==> config.mk <==
export PLATFORM = sky130hd
export DESIGN_NAME = tilt_mouse_motion_conditioner_top
export DESIGN_NICKNAME = d
export VERILOG_FILES = /design/src/rtl/core/tmmc_pkg.sv /design/src/rtl/core/tmmc_front.sv /design/src/rtl/core/tmmc_queue.sv /design/src/rtl/core/tmmc_back.sv /design/src/rtl/core/tilt_mouse_motion_conditioner_top.sv
export SDC_FILE = /design/constraint.sdc
export NUM_CORES = 1
export LEC_CHECK = 0
export BUFFER_PORTS_ARGS = -buffer_cell sky130_fd_sc_hd__buf_4
export CAP_MARGIN = 25
export CORE_MARGIN = 2
export CORE_UTILIZATION = 50
export CTS_CLUSTER_SIZE = 8
export DETAILED_ROUTE_END_ITERATION = 6
export PLACE_DENSITY = 0.73
export SLEW_MARGIN = 10
export SYNTH_ARGS = -nofsm -noshare
export SYNTH_HDL_FRONTEND = slang
export SYNTH_HIERARCHICAL = 1
export SYNTH_SLANG_ARGS = --single-unit
==> constraint.sdc <==
create_clock -name clk -period 5.8 [get_ports clk]
set_input_delay 0.29 -clock clk [delete_from_list [all_inputs] [get_ports clk]]
set_output_delay 0.29 -clock clk [all_outputs]
set_load 0.05 [all_outputs]
==> src/rtl/core/tmmc_pkg.sv <==
// shared types, constants and register codes for the tilt mouse motion conditioner
package tmmc_pkg;

	// sample and accumulator geometry
	localparam int SAMPLE_BITS = 10;
	// wide enough for the longest calibration run of full-scale samples
	localparam int SUM_W       = 22;
	localparam int MUL_W       = SUM_W + 2;
	localparam int PROD_W      = SUM_W + MUL_W;
	localparam int CLICK_SHIFT = 8;
	localparam int DELTA_LIMIT = 127;
	localparam int DELTA_W     = 8;

	// queue between front and back
	localparam int QUEUE_DEPTH = 2;

	// configuration port
	localparam int CFG_INDEX_W = 3;
	localparam int CFG_DATA_W  = 10;

	typedef enum logic [CFG_INDEX_W-1:0] {
		CFG_DEAD_ZONE      = 3'd0,
		CFG_MAX_CHANGE     = 3'd1,
		CFG_GAIN           = 3'd2,
		CFG_LEFT_THRESHOLD = 3'd3,
		CFG_RIGHT_LOW      = 3'd4,
		CFG_RIGHT_HIGH     = 3'd5
	} cfg_index_t;

	// register values after reset
	localparam logic [7:0] DEAD_ZONE_RST      = 8'd7;
	localparam logic [8:0] MAX_CHANGE_RST     = 9'd95;
	localparam logic [3:0] GAIN_RST           = 4'd2;
	localparam logic [9:0] LEFT_THRESHOLD_RST = 10'd90;
	localparam logic [9:0] RIGHT_LOW_RST      = 10'd60;
	localparam logic [9:0] RIGHT_HIGH_RST     = 10'd90;

	typedef struct packed {
		logic [7:0] dead_zone;
		logic [8:0] max_change;
		logic [3:0] gain;
		logic [9:0] left_threshold;
		logic [9:0] right_low;
		logic [9:0] right_high;
	} cfg_t;

	// what kind of run closed
	typedef enum logic {
		REC_CAL,
		REC_FRAME
	} rec_kind_t;

	// one closed run, handed from front to back
	typedef struct packed {
		rec_kind_t                kind;
		logic [SUM_W-1:0]         sum_x;
		logic [SUM_W-1:0]         sum_y;
		logic [SAMPLE_BITS-1:0]   left_level;
		logic [SAMPLE_BITS-1:0]   right_level;
	} frame_rec_t;

endpackage

==> src/rtl/core/tmmc_front.sv <==
// front end: takes sample beats, accumulates calibration runs and frames, emits run records
module tmmc_front #(
	parameter int CAL_SAMPLES   = 2048,
	parameter int AXIS_SAMPLES  = 64,
	parameter int FRAME_SAMPLES = 128
) (
	input  logic                   clk,
	input  logic                   arst_n,
	input  logic                   in_valid,
	output logic                   in_ready,
	input  logic [9:0]             x_sample,
	input  logic [9:0]             y_sample,
	input  logic [9:0]             left_sample,
	input  logic [9:0]             right_sample,
	input  logic                   q_full,
	output logic                   q_push,
	output tmmc_pkg::frame_rec_t   q_rec,
	output logic                   calibrating
);

	localparam int SB      = tmmc_pkg::SAMPLE_BITS;
	localparam int SW      = tmmc_pkg::SUM_W;
	localparam int RUN_MAX = (CAL_SAMPLES > FRAME_SAMPLES) ? CAL_SAMPLES : FRAME_SAMPLES;
	localparam int CNT_W   = $clog2(RUN_MAX);
	localparam int CAL_W   = SB + $clog2(CAL_SAMPLES);
	localparam int AXIS_W  = SB + $clog2(AXIS_SAMPLES);
	localparam int XY_W    = (CAL_W > AXIS_W) ? CAL_W : AXIS_W;
	localparam int CLK_W   = SB + $clog2(FRAME_SAMPLES);

	logic              cal_q;
	logic [CNT_W-1:0]  cnt_q;
	logic [XY_W-1:0]   sum_x_q, sum_y_q;
	logic [CLK_W-1:0]  sum_l_q, sum_r_q;

	logic              accept;
	logic              take_xy;
	logic              closing;
	logic [XY_W-1:0]   sum_x_nxt, sum_y_nxt;
	logic [CLK_W-1:0]  sum_l_nxt, sum_r_nxt;

	// classify the beat and form the running sums
	always_comb begin
		in_ready  = !q_full;
		accept    = in_valid && in_ready;
		take_xy   = cal_q || (int'(cnt_q) < AXIS_SAMPLES);
		closing   = cal_q ? (cnt_q == CNT_W'(CAL_SAMPLES - 1))
		                  : (cnt_q == CNT_W'(FRAME_SAMPLES - 1));
		sum_x_nxt = take_xy ? sum_x_q + XY_W'(x_sample[SB-1:0]) : sum_x_q;
		sum_y_nxt = take_xy ? sum_y_q + XY_W'(y_sample[SB-1:0]) : sum_y_q;
		sum_l_nxt = cal_q ? sum_l_q : sum_l_q + CLK_W'(left_sample[SB-1:0]);
		sum_r_nxt = cal_q ? sum_r_q : sum_r_q + CLK_W'(right_sample[SB-1:0]);

		q_push            = accept && closing;
		q_rec.kind        = cal_q ? tmmc_pkg::REC_CAL : tmmc_pkg::REC_FRAME;
		q_rec.sum_x       = SW'(sum_x_nxt);
		q_rec.sum_y       = SW'(sum_y_nxt);
		q_rec.left_level  = SB'(sum_l_nxt >> tmmc_pkg::CLICK_SHIFT);
		q_rec.right_level = SB'(sum_r_nxt >> tmmc_pkg::CLICK_SHIFT);
		calibrating       = cal_q;
	end

	// accumulators, sample counter and calibration flag
	always_ff @(posedge clk or negedge arst_n) begin
		if (!arst_n) begin
			cal_q   <= 1'b1;
			cnt_q   <= '0;
			sum_x_q <= '0;
			sum_y_q <= '0;
			sum_l_q <= '0;
			sum_r_q <= '0;
		end else if (accept) begin
			if (closing) begin
				cal_q   <= 1'b0;
				cnt_q   <= '0;
				sum_x_q <= '0;
				sum_y_q <= '0;
				sum_l_q <= '0;
				sum_r_q <= '0;
			end else begin
				cnt_q   <= cnt_q + CNT_W'(1);
				sum_x_q <= sum_x_nxt;
				sum_y_q <= sum_y_nxt;
				sum_l_q <= sum_l_nxt;
				sum_r_q <= sum_r_nxt;
			end
		end
	end

endmodule

==> src/rtl/core/tmmc_queue.sv <==
// short queue of run records between front and back
module tmmc_queue (
	input  logic                  clk,
	input  logic                  arst_n,
	input  logic                  push,
	input  tmmc_pkg::frame_rec_t  push_rec,
	output logic                  full,
	input  logic                  pop,
	output tmmc_pkg::frame_rec_t  pop_rec,
	output logic                  empty
);

	localparam int DEPTH = tmmc_pkg::QUEUE_DEPTH;
	localparam int PTR_W = (DEPTH > 1) ? $clog2(DEPTH) : 1;
	localparam int CNT_W = $clog2(DEPTH + 1);

	tmmc_pkg::frame_rec_t entries_q [DEPTH];
	logic [PTR_W-1:0]     wr_ptr_q, rd_ptr_q;
	logic [CNT_W-1:0]     count_q;
	logic                 do_push, do_pop;

	always_comb begin
		full    = (count_q == CNT_W'(DEPTH));
		empty   = (count_q == '0);
		do_push = push && !full;
		do_pop  = pop && !empty;
		pop_rec = entries_q[rd_ptr_q];
	end

	// entry storage
	always_ff @(posedge clk) begin
		if (do_push) begin
			entries_q[wr_ptr_q] <= push_rec;
		end
	end

	// pointers and fill level
	always_ff @(posedge clk or negedge arst_n) begin
		if (!arst_n) begin
			wr_ptr_q <= '0;
			rd_ptr_q <= '0;
			count_q  <= '0;
		end else begin
			if (do_push) begin
				wr_ptr_q <= (wr_ptr_q == PTR_W'(DEPTH - 1)) ? '0 : wr_ptr_q + PTR_W'(1);
			end
			if (do_pop) begin
				rd_ptr_q <= (rd_ptr_q == PTR_W'(DEPTH - 1)) ? '0 : rd_ptr_q + PTR_W'(1);
			end
			if (do_push && !do_pop) begin
				count_q <= count_q + CNT_W'(1);
			end else if (do_pop && !do_push) begin
				count_q <= count_q - CNT_W'(1);
			end
		end
	end

endmodule

==> src/rtl/core/tmmc_back.sv <==
// back end: averages, zero points, dead zone, clamp, gain and button logic
module tmmc_back #(
	parameter int CAL_SAMPLES  = 2048,
	parameter int AXIS_SAMPLES = 64
) (
	input  logic                  clk,
	input  logic                  arst_n,
	input  tmmc_pkg::cfg_t        cfg,
	input  logic                  q_empty,
	input  tmmc_pkg::frame_rec_t  q_rec,
	output logic                  q_pop,
	output logic                  out_valid,
	input  logic                  out_ready,
	output logic signed [7:0]     delta_x,
	output logic signed [7:0]     delta_y,
	output logic                  left_button,
	output logic                  right_button
);

	localparam int SB     = tmmc_pkg::SAMPLE_BITS;
	localparam int SW     = tmmc_pkg::SUM_W;
	localparam int MW     = tmmc_pkg::MUL_W;
	localparam int PW     = tmmc_pkg::PROD_W;
	localparam int DW     = tmmc_pkg::DELTA_W;
	localparam int OFF_W  = SB + 1;
	localparam int SC_W   = OFF_W + 5;
	localparam int CAL_K  = SW + $clog2(CAL_SAMPLES);
	localparam int AXIS_K = SW + $clog2(AXIS_SAMPLES);
	// reciprocals, exact floor for every sum below 2**SUM_W
	localparam logic [MW-1:0] CAL_MUL =
		MW'(((64'd1 << CAL_K) + 64'(CAL_SAMPLES) - 64'd1) / 64'(CAL_SAMPLES));
	localparam logic [MW-1:0] AXIS_MUL =
		MW'(((64'd1 << AXIS_K) + 64'(AXIS_SAMPLES) - 64'd1) / 64'(AXIS_SAMPLES));
	localparam logic signed [SC_W-1:0] DLIM = SC_W'(tmmc_pkg::DELTA_LIMIT);

	// dead zone test and clamp of the offset from the zero point
	function automatic logic signed [OFF_W-1:0] clamp_offset(
		input logic [SB-1:0] avg,
		input logic [SB-1:0] zero,
		input logic [7:0]    dz,
		input logic [8:0]    mc
	);
		logic [OFF_W-1:0]        a, z;
		logic signed [OFF_W-1:0] off, lim, res;
		a   = {1'b0, avg};
		z   = {1'b0, zero};
		off = $signed(a) - $signed(z);
		lim = $signed(OFF_W'(mc));
		if ((a <= z + OFF_W'(dz)) && (a + OFF_W'(dz) >= z)) begin
			res = '0;
		end else if (off > lim) begin
			res = lim;
		end else if (off < -lim) begin
			res = -lim;
		end else begin
			res = off;
		end
		return res;
	endfunction

	// saturate a scaled offset to the delta range
	function automatic logic signed [DW-1:0] sat_delta(input logic signed [SC_W-1:0] v);
		logic signed [DW-1:0] res;
		if (v > DLIM) begin
			res = DW'(DLIM);
		end else if (v < -DLIM) begin
			res = DW'(-DLIM);
		end else begin
			res = DW'(v);
		end
		return res;
	endfunction

	logic                    adv;
	logic [MW-1:0]           mul_c;
	logic [PW-1:0]           prod_x, prod_y;

	logic                    valid_s1;
	tmmc_pkg::rec_kind_t     kind_s1;
	logic [PW-1:0]           prod_x_s1, prod_y_s1;
	logic [SB-1:0]           left_lvl_s1, right_lvl_s1;

	logic [SB-1:0]           avg_x, avg_y;
	logic                    cal_go, frame_go;
	logic signed [OFF_W-1:0] off_x, off_y;
	logic [SB-1:0]           peak_nxt;
	logic                    rising_nxt, held_nxt, right_nxt;

	logic [SB-1:0]           zero_x_q, zero_y_q, left_peak_q;
	logic                    peak_rising_q, left_held_q;

	logic                    valid_s2;
	logic signed [OFF_W-1:0] off_x_s2, off_y_s2;
	logic                    held_s2, right_s2;

	logic signed [SC_W-1:0]  scaled_x, scaled_y;

	logic                    valid_s3;
	logic signed [DW-1:0]    delta_x_s3, delta_y_s3;
	logic                    left_s3, right_s3;

	// pipeline moves when the output register is free or being taken
	always_comb begin
		adv   = !valid_s3 || out_ready;
		q_pop = adv && !q_empty;
		mul_c = (q_rec.kind == tmmc_pkg::REC_CAL) ? CAL_MUL : AXIS_MUL;
		prod_x = q_rec.sum_x * mul_c;
		prod_y = q_rec.sum_y * mul_c;
	end

	// stage two: averages, offsets and button state
	always_comb begin
		if (kind_s1 == tmmc_pkg::REC_CAL) begin
			avg_x = SB'(prod_x_s1 >> CAL_K);
			avg_y = SB'(prod_y_s1 >> CAL_K);
		end else begin
			avg_x = SB'(prod_x_s1 >> AXIS_K);
			avg_y = SB'(prod_y_s1 >> AXIS_K);
		end
		cal_go   = adv && valid_s1 && (kind_s1 == tmmc_pkg::REC_CAL);
		frame_go = adv && valid_s1 && (kind_s1 == tmmc_pkg::REC_FRAME);
		off_x    = clamp_offset(avg_x, zero_x_q, cfg.dead_zone, cfg.max_change);
		off_y    = clamp_offset(avg_y, zero_y_q, cfg.dead_zone, cfg.max_change);

		peak_nxt   = left_peak_q;
		rising_nxt = peak_rising_q;
		held_nxt   = left_held_q;
		if (left_lvl_s1 > left_peak_q) begin
			peak_nxt   = left_lvl_s1;
			rising_nxt = 1'b1;
		end else begin
			if ((left_peak_q >= cfg.left_threshold) && !left_held_q) begin
				held_nxt   = 1'b1;
				rising_nxt = 1'b0;
			end
			if ((left_peak_q > cfg.left_threshold) && held_nxt && rising_nxt) begin
				held_nxt = 1'b0;
			end
		end
		right_nxt = (right_lvl_s1 > cfg.right_low) && (right_lvl_s1 < cfg.right_high);
	end

	// stage three: gain and saturation
	always_comb begin
		scaled_x = off_x_s2 * $signed({1'b0, cfg.gain});
		scaled_y = off_y_s2 * $signed({1'b0, cfg.gain});
	end

	// control state: valid bits, zero points, left button tracking
	always_ff @(posedge clk or negedge arst_n) begin
		if (!arst_n) begin
			valid_s1      <= 1'b0;
			valid_s2      <= 1'b0;
			valid_s3      <= 1'b0;
			zero_x_q      <= '0;
			zero_y_q      <= '0;
			left_peak_q   <= '0;
			peak_rising_q <= 1'b0;
			left_held_q   <= 1'b0;
		end else begin
			if (adv) begin
				valid_s1 <= !q_empty;
				valid_s2 <= valid_s1 && (kind_s1 == tmmc_pkg::REC_FRAME);
				valid_s3 <= valid_s2;
			end
			if (cal_go) begin
				zero_x_q <= avg_x;
				zero_y_q <= avg_y;
			end
			if (frame_go) begin
				left_peak_q   <= peak_nxt;
				peak_rising_q <= rising_nxt;
				left_held_q   <= held_nxt;
			end
		end
	end

	// payload registers of the three stages
	always_ff @(posedge clk) begin
		if (adv) begin
			kind_s1      <= q_rec.kind;
			prod_x_s1    <= prod_x;
			prod_y_s1    <= prod_y;
			left_lvl_s1  <= q_rec.left_level;
			right_lvl_s1 <= q_rec.right_level;
			off_x_s2     <= off_x;
			off_y_s2     <= off_y;
			held_s2      <= held_nxt;
			right_s2     <= right_nxt;
			delta_x_s3   <= sat_delta(scaled_x);
			delta_y_s3   <= sat_delta(scaled_y);
			left_s3      <= held_s2;
			right_s3     <= right_s2;
		end
	end

	assign out_valid    = valid_s3;
	assign delta_x      = delta_x_s3;
	assign delta_y      = delta_y_s3;
	assign left_button  = left_s3;
	assign right_button = right_s3;

endmodule

==> src/rtl/core/tilt_mouse_motion_conditioner_top.sv <==
// top level of the tilt mouse motion conditioner
// Input channel: one beat per four-channel ADC sample (x, y, left, right), valid/ready.
// Output channel: one beat per frame with delta_x, delta_y and both button states.
// Configuration: write-only port, cfg_we with cfg_index and cfg_data, taken at once;
// write only while no sample is in flight.
// After reset the first CAL_SAMPLES samples set the X and Y zero points and give no
// result; then every FRAME_SAMPLES samples give one result.
// Throughput: one sample per cycle while the queue has room, with no gaps at frame boundaries.
// The result of a frame passes from the beat that closes it through the queue, the
// multiply by the averaging reciprocal, the offset and button stage, and gain and
// saturation into the output register.
// Reset clears zero points, accumulators, button tracking and the registers to their
// defaults; the block then starts a new calibration run.
// When the receiver stalls, the result holds in the output register and the back
// pipeline freezes; two closed frames more fit in the queue, after which in_ready
// drops until the receiver takes a beat.
module tilt_mouse_motion_conditioner_top #(
	parameter int CAL_SAMPLES   = 2048,
	parameter int AXIS_SAMPLES  = 64,
	parameter int FRAME_SAMPLES = 128
) (
	input  logic               clk,
	input  logic               arst_n,
	input  logic               cfg_we,
	input  logic [2:0]         cfg_index,
	input  logic [9:0]         cfg_data,
	input  logic               in_valid,
	output logic               in_ready,
	input  logic [9:0]         x_sample,
	input  logic [9:0]         y_sample,
	input  logic [9:0]         left_sample,
	input  logic [9:0]         right_sample,
	output logic               out_valid,
	input  logic               out_ready,
	output logic signed [7:0]  delta_x,
	output logic signed [7:0]  delta_y,
	output logic               left_button,
	output logic               right_button
);

	tmmc_pkg::cfg_t        cfg_q;
	tmmc_pkg::frame_rec_t  push_rec, pop_rec;
	logic                  q_push, q_full, q_pop, q_empty;
	logic                  calibrating;

	// configuration registers
	always_ff @(posedge clk or negedge arst_n) begin
		if (!arst_n) begin
			cfg_q.dead_zone      <= tmmc_pkg::DEAD_ZONE_RST;
			cfg_q.max_change     <= tmmc_pkg::MAX_CHANGE_RST;
			cfg_q.gain           <= tmmc_pkg::GAIN_RST;
			cfg_q.left_threshold <= tmmc_pkg::LEFT_THRESHOLD_RST;
			cfg_q.right_low      <= tmmc_pkg::RIGHT_LOW_RST;
			cfg_q.right_high     <= tmmc_pkg::RIGHT_HIGH_RST;
		end else if (cfg_we) begin
			case (cfg_index)
				tmmc_pkg::CFG_DEAD_ZONE:      cfg_q.dead_zone      <= cfg_data[7:0];
				tmmc_pkg::CFG_MAX_CHANGE:     cfg_q.max_change     <= cfg_data[8:0];
				tmmc_pkg::CFG_GAIN:           cfg_q.gain           <= cfg_data[3:0];
				tmmc_pkg::CFG_LEFT_THRESHOLD: cfg_q.left_threshold <= cfg_data;
				tmmc_pkg::CFG_RIGHT_LOW:      cfg_q.right_low      <= cfg_data;
				tmmc_pkg::CFG_RIGHT_HIGH:     cfg_q.right_high     <= cfg_data;
				default: ;
			endcase
		end
	end

	tmmc_front #(
		.CAL_SAMPLES   (CAL_SAMPLES),
		.AXIS_SAMPLES  (AXIS_SAMPLES),
		.FRAME_SAMPLES (FRAME_SAMPLES)
	) u_front (
		.clk          (clk),
		.arst_n       (arst_n),
		.in_valid     (in_valid),
		.in_ready     (in_ready),
		.x_sample     (x_sample),
		.y_sample     (y_sample),
		.left_sample  (left_sample),
		.right_sample (right_sample),
		.q_full       (q_full),
		.q_push       (q_push),
		.q_rec        (push_rec),
		.calibrating  (calibrating)
	);

	tmmc_queue u_queue (
		.clk      (clk),
		.arst_n   (arst_n),
		.push     (q_push),
		.push_rec (push_rec),
		.full     (q_full),
		.pop      (q_pop),
		.pop_rec  (pop_rec),
		.empty    (q_empty)
	);

	tmmc_back #(
		.CAL_SAMPLES  (CAL_SAMPLES),
		.AXIS_SAMPLES (AXIS_SAMPLES)
	) u_back (
		.clk          (clk),
		.arst_n       (arst_n),
		.cfg          (cfg_q),
		.q_empty      (q_empty),
		.q_rec        (pop_rec),
		.q_pop        (q_pop),
		.out_valid    (out_valid),
		.out_ready    (out_ready),
		.delta_x      (delta_x),
		.delta_y      (delta_y),
		.left_button  (left_button),
		.right_button (right_button)
	);

	// a closed run never meets a full queue
	assert property (@(posedge clk) disable iff (!arst_n) q_push |-> !q_full)
		else $error("run record pushed into a full queue");

	// no result before the zero points exist
	assert property (@(posedge clk) disable iff (!arst_n) out_valid |-> !calibrating)
		else $error("result beat during calibration");

	// calibration ends only by handing its run to the back end
	assert property (@(posedge clk) disable iff (!arst_n) $fell(calibrating) |-> $past(q_push))
		else $error("calibration ended without a run record");

endmodule

==> results of run 1 <==
==> critical path, delay by kind of cell, from the launching register on <==
family                   cells  cell delay (ns)
AO/OA/AOI/OAI                9             2.31
adder cells (fa/ha/maj)      3             0.99
buffers and inverters        1             0.06
flip-flops                   1             0.67
multiplexers                 1             0.46
AND/OR/NAND/NOR              3             0.32
==> power by group <==
part | switching, W | internal, W
clock network | 0.00114 | 0.00174
logic | 0.00384 | 0.00273
registers | 0.000404 | 0.00336
==> layer usage <==
layer  part of all wire, %  wire (um)  vias up  track usage (%)
met2                    49      28160      428            38.02
met3                   3.9       2259       98            2.696
met5                     0          0        -                0
met4                   2.9       1683        0            7.404
met1                    44      25380     9193            27.39
li1                      -          -     9316                -
==> state kept, by name, indices dropped and copies added (netlist names), 11 cells and up <==
name,cells
cfg_q,51
u_back/off_x_s2,11
u_back/off_y_s2,11
u_back/prod_x_s1,15
u_back/prod_y_s1,15
u_front/cnt_q,11
u_front/sum_l_q,17
u_front/sum_r_q,17
u_front/sum_x_q,21
u_front/sum_y_q,21
u_queue/entries_q,102
==> cell type report <==
class,count,area (sq um)
sequential,373,10340
clock buffer,94,1500
fill,4339,22450
clock inverter,4,62.56
inverter,230,863.3
multi-input combinational,1874,14690
tap,680,850.8
timing repair buffer,109,855.8
==> how the worst max path moves through the flow <==
stage / from / to / slack, ns / cells past startpoint
2_1_floorplan: u_back/out_valid / u_back/left_peak_q[9] / 1.16 / 6
3_3_place_gp: u_back/kind_s1 / u_back/off_x_s2[6] / 0.96 / 17
3_5_place_dp: u_back/kind_s1 / u_back/off_x_s2[6] / 0.83 / 17
4_1_cts: u_back/kind_s1 / u_back/off_x_s2[6] / 0.80 / 17
5_1_grt: u_back/kind_s1 / u_back/off_x_s2[6] / 0.28 / 17
6_report: u_back/kind_s1 / u_back/off_x_s2[6] / 0.77 / 17
==> stage by stage <==
step	cells	util (%)	setup WS (ns)	cell area [sq um]	hold WS (ns)
finish	3364	56.50	0.7695	29160	0.02879
global route	3364	56.50	0.2813	29160	0.02211
CTS	3362	56.43	0.8027	29120	0.00004341
detailed placement	3256	53.24	0.8339	27480	0.3085
global placement	3254	53.23	0.9578	27470	0.3035
floorplan	2550	-	1.157	26220	-0.005591
==> metrics.cfg, run 1 <==
[run_status]
status=completed

[worst_hold_path]
hold_depth=2
hold_path_class=in2reg
hold_path.startpoint=cfg_data[0]
hold_path_end=cfg_q[10]

[setup_path]
r2r_cells=17
cp.required_ns=6.19
r2r_setup_slack_ns=0.77
crit_path_cell_trace=mux2i_1 > ha_1 > inv_1 > fa_1 > a211oi_1 > nor2_1 > o31ai_1 > a21boi_0 > ha_1 > a211o_1 > nor2_1 > a211oi_1 > o221ai_1 > a21o_1 > nand3_1 > a211o_1 > o31ai_1
startpoint_type=flop
reg2reg_to=u_back/off_x_s2[6]
cp.arrival_ns=5.43
critPathKind=reg2reg
endpoint_kind=flop
slowest_delay_ns=0.67
r2r-start=u_back/kind_s1
crit_slowest_cell=edfxtp_1
cp_max_fo=13

[route]
firstDrtPassIters=5
wl_per_cell_um=17.09
vias_per_cell=5.658
drc=0
routed_wl_um=57490
drt_iter0_drc=1203
vias=19040
antenna_left=0

[clock_network]
cts_made_buffers=53
cts-resized-gates=0
tritoncts=done
root_buffer=clkbuf_16
post_cts_buffers=0
htree_num_levels=2
cts.clk_slew.worst_paths_ns=0.05
clockBufferDepth=3
worst_skew_pair.late_latency_ns=0.60
hold_buffers=8
clock_sinks=373

[global_routing]
grt_max_degree=65
overflow=0
grt_pass1_vias=19390
antenna_found_initial=0
grt.total_usage_pct=21.61
grt_pass1_wl_um=95920

[place]
gp_congestion=0.9011
dpl.hpwl_um=42310
placement.io_buffers=77

[sta]
finalSetupViolCount=0
hold_viol_final=0
max_slew_margin_pct=39.32
slew_viol_final=0
final.setup.tns_ns=0
max_freq_mhz=198.8
skew_ns=0.03542
rsz0062_at_grt=false
worst_pin_slew_ns=0.9103
min_period_over_period_pct=86.73
min_period_ns=5.031

[power_and_ir_drop]
ir_drop_uv=255.0
powerDensity_nw_per_um2=453.1
power_w=0.01321
leakagePower_nw=12.90

[die]
fp.dieW_um=233
die_y_um=233
fp.coreArea_sq_um=51610
start_util_pct=50.80
ios=78
die-area_sq_um=54290
placementRows=83

[yosys]
syn_area_sq_um=26220
avgSynthCellArea_sq_um=10.29
synth_cells=2549
ys_warn_count=6

[layout]
final_nets=3027
diodes=0
drive_gt1_share_pct=13.04
final_common_cell=ha_1
final_cell_mix=272 x ha_1, 230 x nand2_1, 228 x inv_1, 195 x edfxtp_1, 154 x dfrtp_1
syn2layout_area_growth_pct=11.21

[flow_run]
cap_violations=0

Note: power is estimated with default switching activity, not from simulation.
==> inputs of run 2 (changes only) <==
==> constraint.sdc (replaced) <==
create_clock -name clk -period 5.8 [get_ports clk]
set_input_delay 1.16 -clock clk [delete_from_list [all_inputs] [get_ports clk]]
set_output_delay 1.16 -clock clk [all_outputs]
set_load 0.05 [all_outputs]
==> run 2 against run 1 <==
- clock skew rose by 0.00093 ns
- critical path depth fell by 2
- first-iteration DRC count rose by 1.4%
- cell area fell by 0.24%
- routed wire length fell by 0.36%
- setup slack improved by 0.16 ns
- via count rose by 0.46%
- flip-flop and latch count did not move
==> metrics.cfg, run 2 (synthesized netlist as in run 1, its figures left out) <==
[run_status]
status=completed

[setup_path]
crit_family=compound AO/OA/AOI/OAI gates
cp_max_fo=15
crit_slowest_cell=a21o_1
startpoint_type=flop
slowest_delay_ns=0.47
cp_num_buf_inv=1
cpMostUsedCell=a211oi_1
endpoint_kind=flop
crit_path_cell_trace=mux2i_1 > ha_1 > inv_1 > fa_1 > a211oi_1 > nor2_1 > o31ai_1 > a21boi_0 > ha_1 > a211oi_1 > nand3_1 > o21ai_0 > a21o_1 > nand2b_1 > a211oi_1
cp.required_ns=6.16
critPathKind=reg2reg
cp.arrival_ns=5.23

[layout]
final_cell_mix=272 x ha_1, 230 x nand2_1, 228 x inv_1, 195 x edfxtp_1, 154 x dfrtp_1
top_regs=u_queue/entries_q (102), cfg_q (51)
top_register=u_queue/entries_q
largest_reg_flops=102
final_common_cell=ha_1
fillCellCount=4377
syn2layout_area_growth_pct=10.94
final_cells=3355
final_nets=3019
diodes=0
drive_gt1_share_pct=13.08

[worst_hold_path]
hold_path_class=reg2reg

[clock_network]
worst_skew_pair.late_latency_ns=0.60
clock_sinks=373
clockBufferDepth=3
cts_made_buffers=53
hold_buffers=0
htree_num_levels=2
root_buffer=clkbuf_16
cts.clk_slew.worst_paths_ns=0.05
post_cts_buffers=0
tritoncts=done
cts-resized-gates=0

[die]
die_y_um=233
placementRows=83
die-area_sq_um=54290
start_util_pct=50.80
fp.dieW_um=233
ios=78
fp.coreArea_sq_um=51610

[global_routing]
grt_max_degree=91
overflow=0
grt_pass1_wl_um=95160
grt.total_usage_pct=21.46
grt_pass1_vias=19390
antenna_found_initial=0

[sta]
slew_viol_final=0
holdWs_ns=0.4207
final.setup.tns_ns=0
finalSetupViolCount=0
skew_ns=0.03635
max_freq_mhz=205.3
min_period_ns=4.870
rsz0062_at_grt=false
hold_viol_final=0
min_period_over_period_pct=83.97
max_slew_margin_pct=33.55
worst_pin_slew_ns=0.9944

[place]
gp_congestion=0.8914
dpl.hpwl_um=42540
placement.io_buffers=77
dpl.cell_count=3257

[power_and_ir_drop]
power_w=0.01325
ir_drop_uv=329.2
powerDensity_nw_per_um2=455.6
leakagePower_nw=12.87

[route]
vias=19120
vias_per_cell=5.700
antenna_left=0
drt_iter0_drc=1220
routed_wl_um=57280
wl_per_cell_um=17.07
firstDrtPassIters=6
drc=0

[flow_run]
cap_violations=0

run 2: cell type report:
type | count | area (sq um) | share of cell area (%)
Multi-Input combinational cell | 1874 | 14690 | 50.49
Clock buffer | 92 | 1473 | 5.063
Inverter | 230 | 863.3 | 2.968
Sequential cell | 373 | 10340 | 35.55
Timing Repair Buffer | 101 | 759.5 | 2.611
Clock inverter | 5 | 115.1 | 0.3957
Tap cell | 680 | 850.8 | 2.925
run 2: per-layer routing:
metal | track usage [%] | wire length (um) | vias up | part of all wire (%)
li1 | - | - | 9293 | -
met3 | 2.659 | 2323 | 110 | 4.1
met2 | 38.10 | 28380 | 461 | 50
met5 | 0 | 0 | - | 0
met1 | 26.69 | 24770 | 9259 | 43
met4 | 7.942 | 1812 | 0 | 3.2
run 2: metrics by stage:
step / setup WS [ns] / instance area (sq um) / utilization [%]
6_report: 0.9298 / 29090 / 56.36
5_1_grt: 0.5144 / 29090 / 56.36
4_1_cts: 0.8991 / 29080 / 56.34
3_5_place_dp: 0.8990 / 27490 / 53.27
3_3_place_gp: 1.053 / 27490 / 53.26
2_1_floorplan: 0.5975 / 26220 / -
run 2: worst paths after layout:
kind                                startpoint            endpoint  slack (ns)  cells past startpoint
worst max-delay path            u_back/kind_s1  u_back/off_x_s2[9]        0.93                     15
worst min-delay path            u_back/held_s2  u_back/left_button        0.42                      0
worst max register to register  u_back/kind_s1  u_back/off_x_s2[9]        0.93                     15
worst min register to register  u_back/held_s2  u_back/left_button        0.42                      0
max in group asynchronous               arst_n  u_front/sum_l_q[4]        3.93                      2
min in group asynchronous               arst_n  u_front/sum_r_q[2]        0.64                      1
run 2: worst register-to-register path: cells and delay by family, from the launching register on:
family | cells | cell delay [ns]
DFF | 1 | 0.46
buffers and inverters | 1 | 0.06
muxes | 1 | 0.46
and+or+nand+nor | 3 | 0.34
AOI/OAI and AO/OA | 7 | 2.29
adders and majority gates | 3 | 1.03
run 2: where the power goes:
part           internal (W)  total (W)  switching, W
sequential          0.00336    0.00375      0.000386
combinational       0.00272    0.00657       0.00384
clock               0.00180    0.00294       0.00114
total               0.00788     0.0133       0.00537
